<file path="src/rtl/tod_pkg.sv">
// types, constants and helpers shared by the time of day counter
package tod_pkg;

	localparam int unsigned HOURS_W  = 5;
	localparam int unsigned MINUTE_W = 6;
	localparam int unsigned SECOND_W = 6;
	localparam int unsigned AMOUNT_W = 17;

	localparam logic [HOURS_W-1:0]  DAY_HOURS      = 5'd24;
	localparam logic [MINUTE_W-1:0] HOUR_MINUTES   = 6'd60;
	localparam logic [SECOND_W-1:0] MINUTE_SECONDS = 6'd60;
	localparam logic [16:0]         HOUR_SECS      = 17'd3600;

	// reciprocal constants: x / 225 = (x * 9321) >> 21 for x < 8192,
	// x / 15 = (x * 4370) >> 16 for x < 900
	localparam logic [13:0] HOUR_RECIP = 14'd9321;
	localparam int unsigned HOUR_SHIFT = 21;
	localparam logic [12:0] MIN_RECIP  = 13'd4370;
	localparam int unsigned MIN_SHIFT  = 16;

	typedef enum logic [2:0] {
		KIND_LOAD     = 3'd0,
		KIND_PRE_INC  = 3'd1,
		KIND_PRE_DEC  = 3'd2,
		KIND_POST_INC = 3'd3,
		KIND_POST_DEC = 3'd4,
		KIND_ADD      = 3'd5,
		KIND_SUB      = 3'd6
	} kind_t;

	typedef struct packed {
		kind_t                kind;
		logic [HOURS_W-1:0]   load_hours;
		logic [MINUTE_W-1:0]  load_minutes;
		logic [SECOND_W-1:0]  load_seconds;
		logic [AMOUNT_W-1:0]  amount;
	} req_t;

	typedef struct packed {
		logic [HOURS_W-1:0]   out_hours;
		logic [MINUTE_W-1:0]  out_minutes;
		logic [SECOND_W-1:0]  out_seconds;
		logic                 time_valid;
	} rsp_t;

	typedef struct packed {
		logic [HOURS_W-1:0]   hours;
		logic [MINUTE_W-1:0]  minutes;
		logic [SECOND_W-1:0]  seconds;
	} hms_t;

	function automatic logic time_ok(input hms_t t);
		return (t.hours < DAY_HOURS) && (t.minutes < HOUR_MINUTES) &&
			(t.seconds < MINUTE_SECONDS);
	endfunction

endpackage

</file>
<file path="src/rtl/time_of_day_counter.sv">
// 24-hour hh:mm:ss time of day counter with load, step, add and subtract requests
//
// The block holds one hours:minutes:seconds time, reset to 00:00:00. Each
// request carries a kind: load stores the given time as is (even out of
// range), the four step kinds move the time by one second up or down and
// report either the new time (prefix) or the time before the step
// (postfix), and add / subtract move the time by amount seconds modulo one
// day. While the stored time is out of range, every kind but load leaves
// it alone and the result reports it with time_valid low. Every request
// gives exactly one result. The block takes one request per clock cycle,
// sustained while rsp_stall stays low; a request passes the input register,
// two amount stages and the result register before its result appears on
// rsp. The first two stages split amount into hours, minutes and seconds
// with constant reciprocal multiplies, and the third applies the request
// to the stored time with a short combinational carry / borrow chain across
// the three digits, which is what lets back to back requests see each
// other's result. Each stage stalls only when full and blocked, so bubbles
// are squeezed out and requests keep flowing into empty stages while a
// finished result waits on rsp_stall.
module time_of_day_counter (
	input  logic           clk,
	input  logic           arst_n,
	input  logic           req_valid,
	output logic           req_stall,
	input  tod_pkg::req_t  req,
	output logic           rsp_valid,
	input  logic           rsp_stall,
	output tod_pkg::rsp_t  rsp
);
	import tod_pkg::*;

	// stage 2: amount split into whole hours and leftover seconds
	typedef struct packed {
		kind_t              kind;
		hms_t               load;
		logic [HOURS_W-1:0] amt_hours;
		logic [11:0]        amt_rem;
	} st2_t;

	// stage 3: operand in hh:mm:ss and its direction
	typedef struct packed {
		kind_t kind;
		hms_t  load;
		hms_t  opd;
		logic  opd_sub;
	} st3_t;

	// pipeline control
	logic  valid_s1, valid_s2, valid_s3, rsp_valid_q;
	logic  rdy_s1, rdy_s2, rdy_s3, rdy_out, adv_s3;
	req_t  req_s1;
	st2_t  st_s2, st2_d;
	st3_t  st_s3, st3_d;
	rsp_t  rsp_q, rsp_d;

	// stored time
	hms_t  time_q, time_d;
	logic  time_ok_now;

	// each stage takes new data when empty or when its downstream moves
	assign rdy_out   = !rsp_valid_q || !rsp_stall;
	assign rdy_s3    = !valid_s3 || rdy_out;
	assign rdy_s2    = !valid_s2 || rdy_s3;
	assign rdy_s1    = !valid_s1 || rdy_s2;
	assign adv_s3    = valid_s3 && rdy_out;
	assign req_stall = !rdy_s1;
	assign rsp_valid = rsp_valid_q;
	assign rsp       = rsp_q;

	// stage 1 -> 2: amount / 3600 by reciprocal, then reduce hours mod 24
	logic [12:0] amt_div16;
	logic [26:0] hq_prod;
	logic [5:0]  hq;
	logic [16:0] hq_secs;
	logic [16:0] rem_full;

	always_comb begin
		amt_div16 = req_s1.amount[16:4];
		hq_prod   = 27'(amt_div16) * 27'(HOUR_RECIP);
		hq        = hq_prod[HOUR_SHIFT +: 6];
		hq_secs   = 17'(hq) * HOUR_SECS;
		rem_full  = req_s1.amount - hq_secs;

		st2_d.kind = req_s1.kind;
		st2_d.load = '{hours: req_s1.load_hours, minutes: req_s1.load_minutes,
			seconds: req_s1.load_seconds};
		st2_d.amt_rem = rem_full[11:0];
		// 86400 is exactly 24 hours, so only the hour digit wraps
		if (hq >= 6'(DAY_HOURS)) begin
			st2_d.amt_hours = HOURS_W'(hq - 6'(DAY_HOURS));
		end else begin
			st2_d.amt_hours = hq[HOURS_W-1:0];
		end
	end

	// stage 2 -> 3: leftover / 60 by reciprocal, build the operand
	logic [9:0]  rem_div4;
	logic [22:0] mq_prod;
	logic [5:0]  mq;
	logic [11:0] sec_full;

	always_comb begin
		rem_div4 = st_s2.amt_rem[11:2];
		mq_prod  = 23'(rem_div4) * 23'(MIN_RECIP);
		mq       = mq_prod[MIN_SHIFT +: 6];
		sec_full = st_s2.amt_rem - (12'(mq) * 12'(MINUTE_SECONDS));

		st3_d.kind    = st_s2.kind;
		st3_d.load    = st_s2.load;
		st3_d.opd_sub = 1'b0;
		st3_d.opd     = '{hours: st_s2.amt_hours, minutes: mq, seconds: sec_full[5:0]};
		case (st_s2.kind) inside
			KIND_PRE_INC, KIND_POST_INC: begin
				st3_d.opd = '{hours: '0, minutes: '0, seconds: 6'd1};
			end
			KIND_PRE_DEC, KIND_POST_DEC: begin
				st3_d.opd     = '{hours: '0, minutes: '0, seconds: 6'd1};
				st3_d.opd_sub = 1'b1;
			end
			KIND_SUB: begin
				st3_d.opd_sub = 1'b1;
			end
			default: begin
			end
		endcase
	end

	// stage 3: mixed radix add / subtract against the stored time
	logic [6:0] s_sum, m_sum, s_dif, m_dif;
	logic [5:0] h_sum, h_dif;
	logic       s_cy, m_cy, s_bw, m_bw;
	hms_t       t_add, t_sub, t_new;

	always_comb begin
		time_ok_now = time_ok(time_q);

		s_sum = {1'b0, time_q.seconds} + {1'b0, st_s3.opd.seconds};
		s_cy  = s_sum >= 7'(MINUTE_SECONDS);
		t_add.seconds = s_cy ? SECOND_W'(s_sum - 7'(MINUTE_SECONDS)) : s_sum[5:0];
		m_sum = {1'b0, time_q.minutes} + {1'b0, st_s3.opd.minutes} + 7'(s_cy);
		m_cy  = m_sum >= 7'(HOUR_MINUTES);
		t_add.minutes = m_cy ? MINUTE_W'(m_sum - 7'(HOUR_MINUTES)) : m_sum[5:0];
		h_sum = {1'b0, time_q.hours} + {1'b0, st_s3.opd.hours} + 6'(m_cy);
		t_add.hours = (h_sum >= 6'(DAY_HOURS)) ?
			HOURS_W'(h_sum - 6'(DAY_HOURS)) : h_sum[4:0];

		s_dif = {1'b0, time_q.seconds} - {1'b0, st_s3.opd.seconds};
		s_bw  = s_dif[6];
		t_sub.seconds = s_bw ? SECOND_W'(s_dif + 7'(MINUTE_SECONDS)) : s_dif[5:0];
		m_dif = {1'b0, time_q.minutes} - {1'b0, st_s3.opd.minutes} - 7'(s_bw);
		m_bw  = m_dif[6];
		t_sub.minutes = m_bw ? MINUTE_W'(m_dif + 7'(HOUR_MINUTES)) : m_dif[5:0];
		h_dif = {1'b0, time_q.hours} - {1'b0, st_s3.opd.hours} - 6'(m_bw);
		t_sub.hours = h_dif[5] ? HOURS_W'(h_dif + 6'(DAY_HOURS)) : h_dif[4:0];

		t_new = st_s3.opd_sub ? t_sub : t_add;
	end

	// next stored time and the reported result
	always_comb begin
		time_d = time_q;
		rsp_d  = '{out_hours: time_q.hours, out_minutes: time_q.minutes,
			out_seconds: time_q.seconds, time_valid: time_ok_now};
		case (st_s3.kind) inside
			KIND_LOAD: begin
				time_d = st_s3.load;
				rsp_d  = '{out_hours: st_s3.load.hours, out_minutes: st_s3.load.minutes,
					out_seconds: st_s3.load.seconds, time_valid: time_ok(st_s3.load)};
			end
			KIND_PRE_INC, KIND_PRE_DEC, KIND_ADD, KIND_SUB: begin
				if (time_ok_now) begin
					time_d = t_new;
					rsp_d  = '{out_hours: t_new.hours, out_minutes: t_new.minutes,
						out_seconds: t_new.seconds, time_valid: 1'b1};
				end
			end
			KIND_POST_INC, KIND_POST_DEC: begin
				// postfix reports the time before the step
				if (time_ok_now) begin
					time_d = t_new;
				end
			end
			default: begin
				// unused kind: report the stored time untouched
			end
		endcase
	end

	// control registers
	always_ff @(posedge clk or negedge arst_n) begin
		if (!arst_n) begin
			valid_s1    <= 1'b0;
			valid_s2    <= 1'b0;
			valid_s3    <= 1'b0;
			rsp_valid_q <= 1'b0;
			time_q      <= '0;
		end else begin
			if (rdy_s1) begin
				valid_s1 <= req_valid;
			end
			if (rdy_s2) begin
				valid_s2 <= valid_s1;
			end
			if (rdy_s3) begin
				valid_s3 <= valid_s2;
			end
			if (rdy_out) begin
				rsp_valid_q <= valid_s3;
			end
			if (adv_s3) begin
				time_q <= time_d;
			end
		end
	end

	// payload registers
	always_ff @(posedge clk) begin
		if (rdy_s1 && req_valid) begin
			req_s1 <= req;
		end
		if (rdy_s2 && valid_s1) begin
			st_s2 <= st2_d;
		end
		if (rdy_s3 && valid_s2) begin
			st_s3 <= st3_d;
		end
		if (adv_s3) begin
			rsp_q <= rsp_d;
		end
	end

`ifndef SYNTH
	// only a load can take a legal stored time out of range
	a_ok_kept: assert property (@(posedge clk) disable iff (!arst_n)
		(adv_s3 && st_s3.kind != KIND_LOAD && time_ok_now) |=> time_ok_now)
		else $error("legal time went out of range without a load");

	// the stored time moves only when stage 3 hands off a request
	a_time_hold: assert property (@(posedge clk) disable iff (!arst_n)
		!adv_s3 |=> $stable(time_q))
		else $error("stored time changed without a request");

	// out-of-range time is frozen for every kind but load
	a_bad_frozen: assert property (@(posedge clk) disable iff (!arst_n)
		(adv_s3 && !time_ok_now && st_s3.kind != KIND_LOAD) |=> $stable(time_q))
		else $error("out-of-range time was modified");

	// an arithmetic request on a legal time always reports a legal time
	a_arith_valid: assert property (@(posedge clk) disable iff (!arst_n)
		(adv_s3 && time_ok_now && (st_s3.kind == KIND_PRE_INC ||
		st_s3.kind == KIND_PRE_DEC || st_s3.kind == KIND_POST_INC ||
		st_s3.kind == KIND_POST_DEC || st_s3.kind == KIND_ADD ||
		st_s3.kind == KIND_SUB)) |=> (rsp_valid && rsp.time_valid))
		else $error("arithmetic request on legal time reported invalid");
`endif

endmodule

</file>
<file path="config.mk">
export PLATFORM = sky130hd
export DESIGN_NAME = time_of_day_counter
export DESIGN_NICKNAME = d
export VERILOG_FILES = /design/src/rtl/tod_pkg.sv /design/src/rtl/time_of_day_counter.sv
export SDC_FILE = /design/constraint.sdc
export NUM_CORES = 1
export LEC_CHECK = 0
export BUFFER_PORTS_ARGS = -buffer_cell sky130_fd_sc_hd__buf_2
export CORE_MARGIN = 3
export CORE_UTILIZATION = 45
export CTS_CLUSTER_DIAMETER = 120
export DETAILED_ROUTE_END_ITERATION = 10
export GPL_ROUTABILITY_DRIVEN = 0
export SYNTH_ARGS = -nofsm -noshare
export SYNTH_HDL_FRONTEND = slang
export SYNTH_SLANG_ARGS = --single-unit
</file>
<file path="constraint.sdc">
create_clock -name clk -period 7.4 [get_ports clk]
set_input_delay 0.74 -clock clk [delete_from_list [all_inputs] [get_ports clk]]
set_output_delay 0.74 -clock clk [all_outputs]
set_load 0.05 [all_outputs]
</file>
# Yosys cells after proc, flatten, opt, wreduce, memory -nomap -nowiden
# Cells that the tools add are included.
[totals]
ff_bits = 151
latch_bits = 0
ram_bits = 0
romBits = 0
in_bits = 41
out_inout_bits = 20
word_cells = 117
n_memories = 0
[classes]
addsub = 19
mul = 4
n_div = 0
order_cmp = 10
n_eq_ne = 11
shifts = 0
muxes = 17
bitwise_logic = 0
n_reduce_logical = 26
[ops]
columns = ["op", "n"]
rows = [
  ["2-to-1 mux 17 bit", 5],
  ["2-to-1 mux 18 bit", 3],
  ["multiplier 13 x 14 -> 27 bit (second input constant)", 1],
  ["< comparator 6 bit (second input constant)", 4],
  ["2-to-1 mux 6 bit", 4],
  ["multiplier 10 x 12 -> 21 bit (second input constant)", 1],
  ["== test 3 bit (second input constant)", 5],
  ["2-to-1 mux 5 bit", 3],
  ["adder 6 x 6 -> 7 bit", 2],
  ["greater-or-equal comparator 7 x 6 -> 1 bit (second input constant)", 2],
  ["subtractor 6 x 6 -> 7 bit", 2],
  ["adder 6 bit (second input constant)", 2],
  ["== test 3 x 2 -> 1 bit (second input constant)", 4],
  ["greater-or-equal comparator 6 x 5 -> 1 bit (second input constant)", 2],
  ["subtractor 12 bit", 1],
  ["subtractor 6 bit (second input constant)", 2],
  ["< comparator 5 bit (second input constant)", 2],
  ["subtractor 5 bit (second input constant)", 2],
  ["logical AND 1 bit", 8],
  ["multiplier 6 x 8 -> 8 bit (second input constant)", 1],
  ["OR reduction 4 bit", 2],
  ["adder 7 x 1 -> 7 bit", 1],
  ["subtractor 7 x 1 -> 7 bit", 1],
  ["adder 5 x 5 -> 6 bit", 1],
  ["other kinds (14)", 26],
]

# Logic depth before layout (Yosys ltp)
[depth]
word_depth = 12
ltp_mapped = 28
mapped_depth_nobuf = 28

# Least setup slack after synthesis
# No wires, ideal clock.
[synth_timing]
path_type = "reg2reg"
startpoint = "register req_s1 (netlist bit amt_div16[5])"
endpoint = "register st_s2 (netlist bit rem_div4[9]), data pin"
setup_ns = 0.260
arrival_ns = 5.975
required_ns = 7.140
setup_slack_ns = 1.166
stages_incl_launch_ff = 29
path_buffers = 1
period_less_slack_ns = 6.234
path_cell_list = "edfxtp_1 inv_1 ha_1 inv_1 ha_1 fa_1 inv_1 fa_1 inv_1 fa_1 ha_1 a21oi_1 o21ai_0 a32o_1 o311a_1 buf_2 a21oi_1 inv_1 a21oi_1 xnor2_1 ha_1 inv_1 ha_1 or2_2 a21oi_1 a21oi_1 xnor2_1 xnor2_1 xnor2_1"
[synth_between]
elab_chain_cells = 3
[synth_lines]
columns = ["element", "line", "text"]
rows = [
  ["start: declaration", "time_of_day_counter.sv:51", "req_t req_s1;"],
  ["start signal: assignment", "time_of_day_counter.sv:219", "req_s1 <= req;"],
  ["multiplier 13 x 14 -> 27 bit", "time_of_day_counter.sv:79", "hq_prod = 27'(amt_div16) * 27'(HOUR_RECIP);"],
  ["multiplier 6 x 8 -> 8 bit", "time_of_day_counter.sv:81", "hq_secs = 17'(hq) * HOUR_SECS;"],
  ["subtractor 12 bit (*)", "time_of_day_counter.sv:82", "rem_full = req_s1.amount - hq_secs;"],
  ["via rem_full[11]", "time_of_day_counter.sv:75", "logic [16:0] rem_full;"],
  ["end signal: assignment", "time_of_day_counter.sv:222", "st_s2 <= st2_d;"],
  ["end: declaration", "time_of_day_counter.sv:52", "st2_t st_s2, st2_d;"],
]
# The timed path passes the listed nets; every way through them passes the cells marked *.
# A chain may end at the register's enable or synchronous reset.

# Worst setup path after layout
[layout_timing]
startpoint = "register req_s1 (netlist bit amt_div16[7])"
endpoint = "register st_s2 (netlist bit rem_div4[9]), data pin"
# The elaborated chain is that of the path after synthesis.

==> qor.yml <==
num-nets-final: 1383
grt-ovfl-total: 0
avgRoutedWirePerCell_um: 15.7
slew_violations: 0
initial_utilization_pct: 46.5
core_um2: 24700
drtPass1Iterations: 5
rsz0062_at_grt: "false"
ant_nets: 0
finalSetupTns_ns: 0
r2r_setup_slack_ns: 0.86
clk_pin_slew_ns: 0.07
finalCritPeriodShare_pct: 88.4
htreeDepth: 4
finalClockSkew_ns: 0.0125
grt_max_degree: 39
num_vias: 7467
ys_seq_area_share_pct: 38.6
crit_type: "reg -> reg"
cts_sinks: 151
final_hold_viol_count: 0
netlist_instances: 1041
finalSetupViolCount: 0
portBuffers: 60
start_kind: "register"
ys_async_sr_fraction_pct: 13.9
critPathMaxStageDelay_ns: 0.52
multi_input_area_um2: 6370
ys_warn_count: 0
slew_headroom_pct: 28.9
hold_path.class: "in -> async"
cts-root-buf: "clkbuf_16"
rows: 57
cts_setup_buffers: 0
fp.dieH_um: 166
synth-edff-count: 130
cp_max_fo: 14
antenna_found_initial: 0
ys_types: 66
n_fill_cell: 2260
worst_pin_slew_ns: 1.06
grt_usage_pct: 17.0
grt_pass1_vias: 7440
critPathBufInv: 4
ys_top_cells_by_count: "ha_1 (190), inv_1 (160), edfxtp_1 (130), a21oi_1 (57), fa_1 (49)"
status: "completed"
vias_per_cell: 5.19
worst_slack_ns: 0.855
wl_um: 22600
max_clock_freq_mhz: 153
crit_required_ns: 7.58
die_width_um: 166
layout-drive-gt1-share_pct: 11.3
synthTopCellsByArea: "edfxtp_1 (34%), ha_1 (21%), fa_1 (8.5%)"
cts_resized: 0
post-route-drc-count: 0
endpoint_kind: "register"
max_cap_viol_count: 0
clk-insertion-delay-late_ns: 0.43
antenna_cells: 0
synthesis.nets: 1321
yosys.area.top_type: "edfxtp_1"
synthFlopType: "edfxtp_1"
crit_arrival_ns: 6.73
cts_buffer_depth: 2
regArea_um2: 4430
cts_tree: "built"
post-dp-hpwl_um: 17800
cp_top_family: "adder cells"
syn2layout_area_growth_pct: 11.3
cts_hold_buf: 0
ys_seq_elements: 151
cts-buffers-inserted: 17
slowest_stage: "fa_1"
num_io_pins: 61
min_period_ns: 6.54
drt_first_iter_violations: 473
syn-cell-area_um2: 11500
synth_most_common_cell: "ha_1"
grt_pass1_wl_um: 38000
design.die.area_um2: 27500
postSynthAreaPerCell_um2: 11.0
yosysTopAreaCellShare_pct: 34.0
pre_cts_slack_ns: 0.849
## state kept, by name, indices dropped and copies added, names as in the netlist
register	flops
valid_s2	1
st3_d	20
st_s3	38
amt_div16	13
valid_s1	1
st_s2	7
rsp_valid	1
rsp	18
time_q	17
valid_s3	1
req_s1	24
rem_div4	10
## placed cells by master (no fill, tap or decap), types with 9 or more instances in the layout
master	instances
mux2i_1	10
nor3_1	11
a21oi_1	57
o221ai_1	9
nand3_1	14
xor2_1	13
ha_1	190
fa_1	49
nor2b_1	22
nand4_1	12
nand2b_1	10
edfxtp_1	130
dfrtp_1	21
buf_2	60
clkbuf_16	17
inv_1	160
nor2_1	43
nand2_1	48
or2_2	9
xnor2_1	43
o21ai_0	36
## stage by stage
stage / utilization (%) / hold slack [ns] / area, um2 / instances
floorplan: - / 0.400 / 11500 / 1041
finish: 51.8 / 0.285 / 12800 / 1440
global placement: 49.2 / 0.403 / 12200 / 1408
CTS: 51.8 / 0.289 / 12800 / 1440
global route: 51.8 / 0.307 / 12800 / 1440
detailed placement: 49.2 / 0.405 / 12200 / 1408
## layout make-up
cell class / instances / share of cell area, %
Timing Repair Buffer: 66 / 2.70
Tap cell: 324 / 3.17
Inverter: 160 / 4.70
Clock buffer: 17 / 3.33
Sequential cell: 151 / 34.7
Multi-Input combinational cell: 707 / 49.9
Clock inverter: 15 / 1.52
## cell families after synthesis
family / count (synthesis) / share of synthesized area, %
and+or+nand+nor: 202 / 8.98
xor gates and xnor gates: 57 / 4.47
DFF: 151 / 38.6
AOI/OAI and AO/OA: 194 / 11.3
muxes: 15 / 1.36
buffers and inverters: 183 / 6.03
adders and majority gates: 239 / 29.3
## layer usage
layer	global-route usage (%)	up-vias	wire length [um]
li1	-	3803	-
met1	25.2	3545	11500
met2	26.6	100	10200
met3	2.29	19	651
met4	3.83	0	301
met5	0	-	0
## worst paths after layout
| kind | startpoint | end | cells past startpoint |
|---|---|---|---|
| min | arst_n | time_q[1] | 1 |
| max | amt_div16[7] | rem_div4[9] | 25 |
| min reg2reg | st3_d[30] | st_s3[30] | 0 |
| min in group clk | st3_d[30] | st_s3[30] | 0 |
| max in group asynchronous | arst_n | time_q[14] | 1 |
| max reg2reg | amt_div16[7] | rem_div4[9] | 25 |
Power is left out: the tool's default activity adds up to more than one toggle a clock period on the data nets, which glitch-free logic cannot reach.
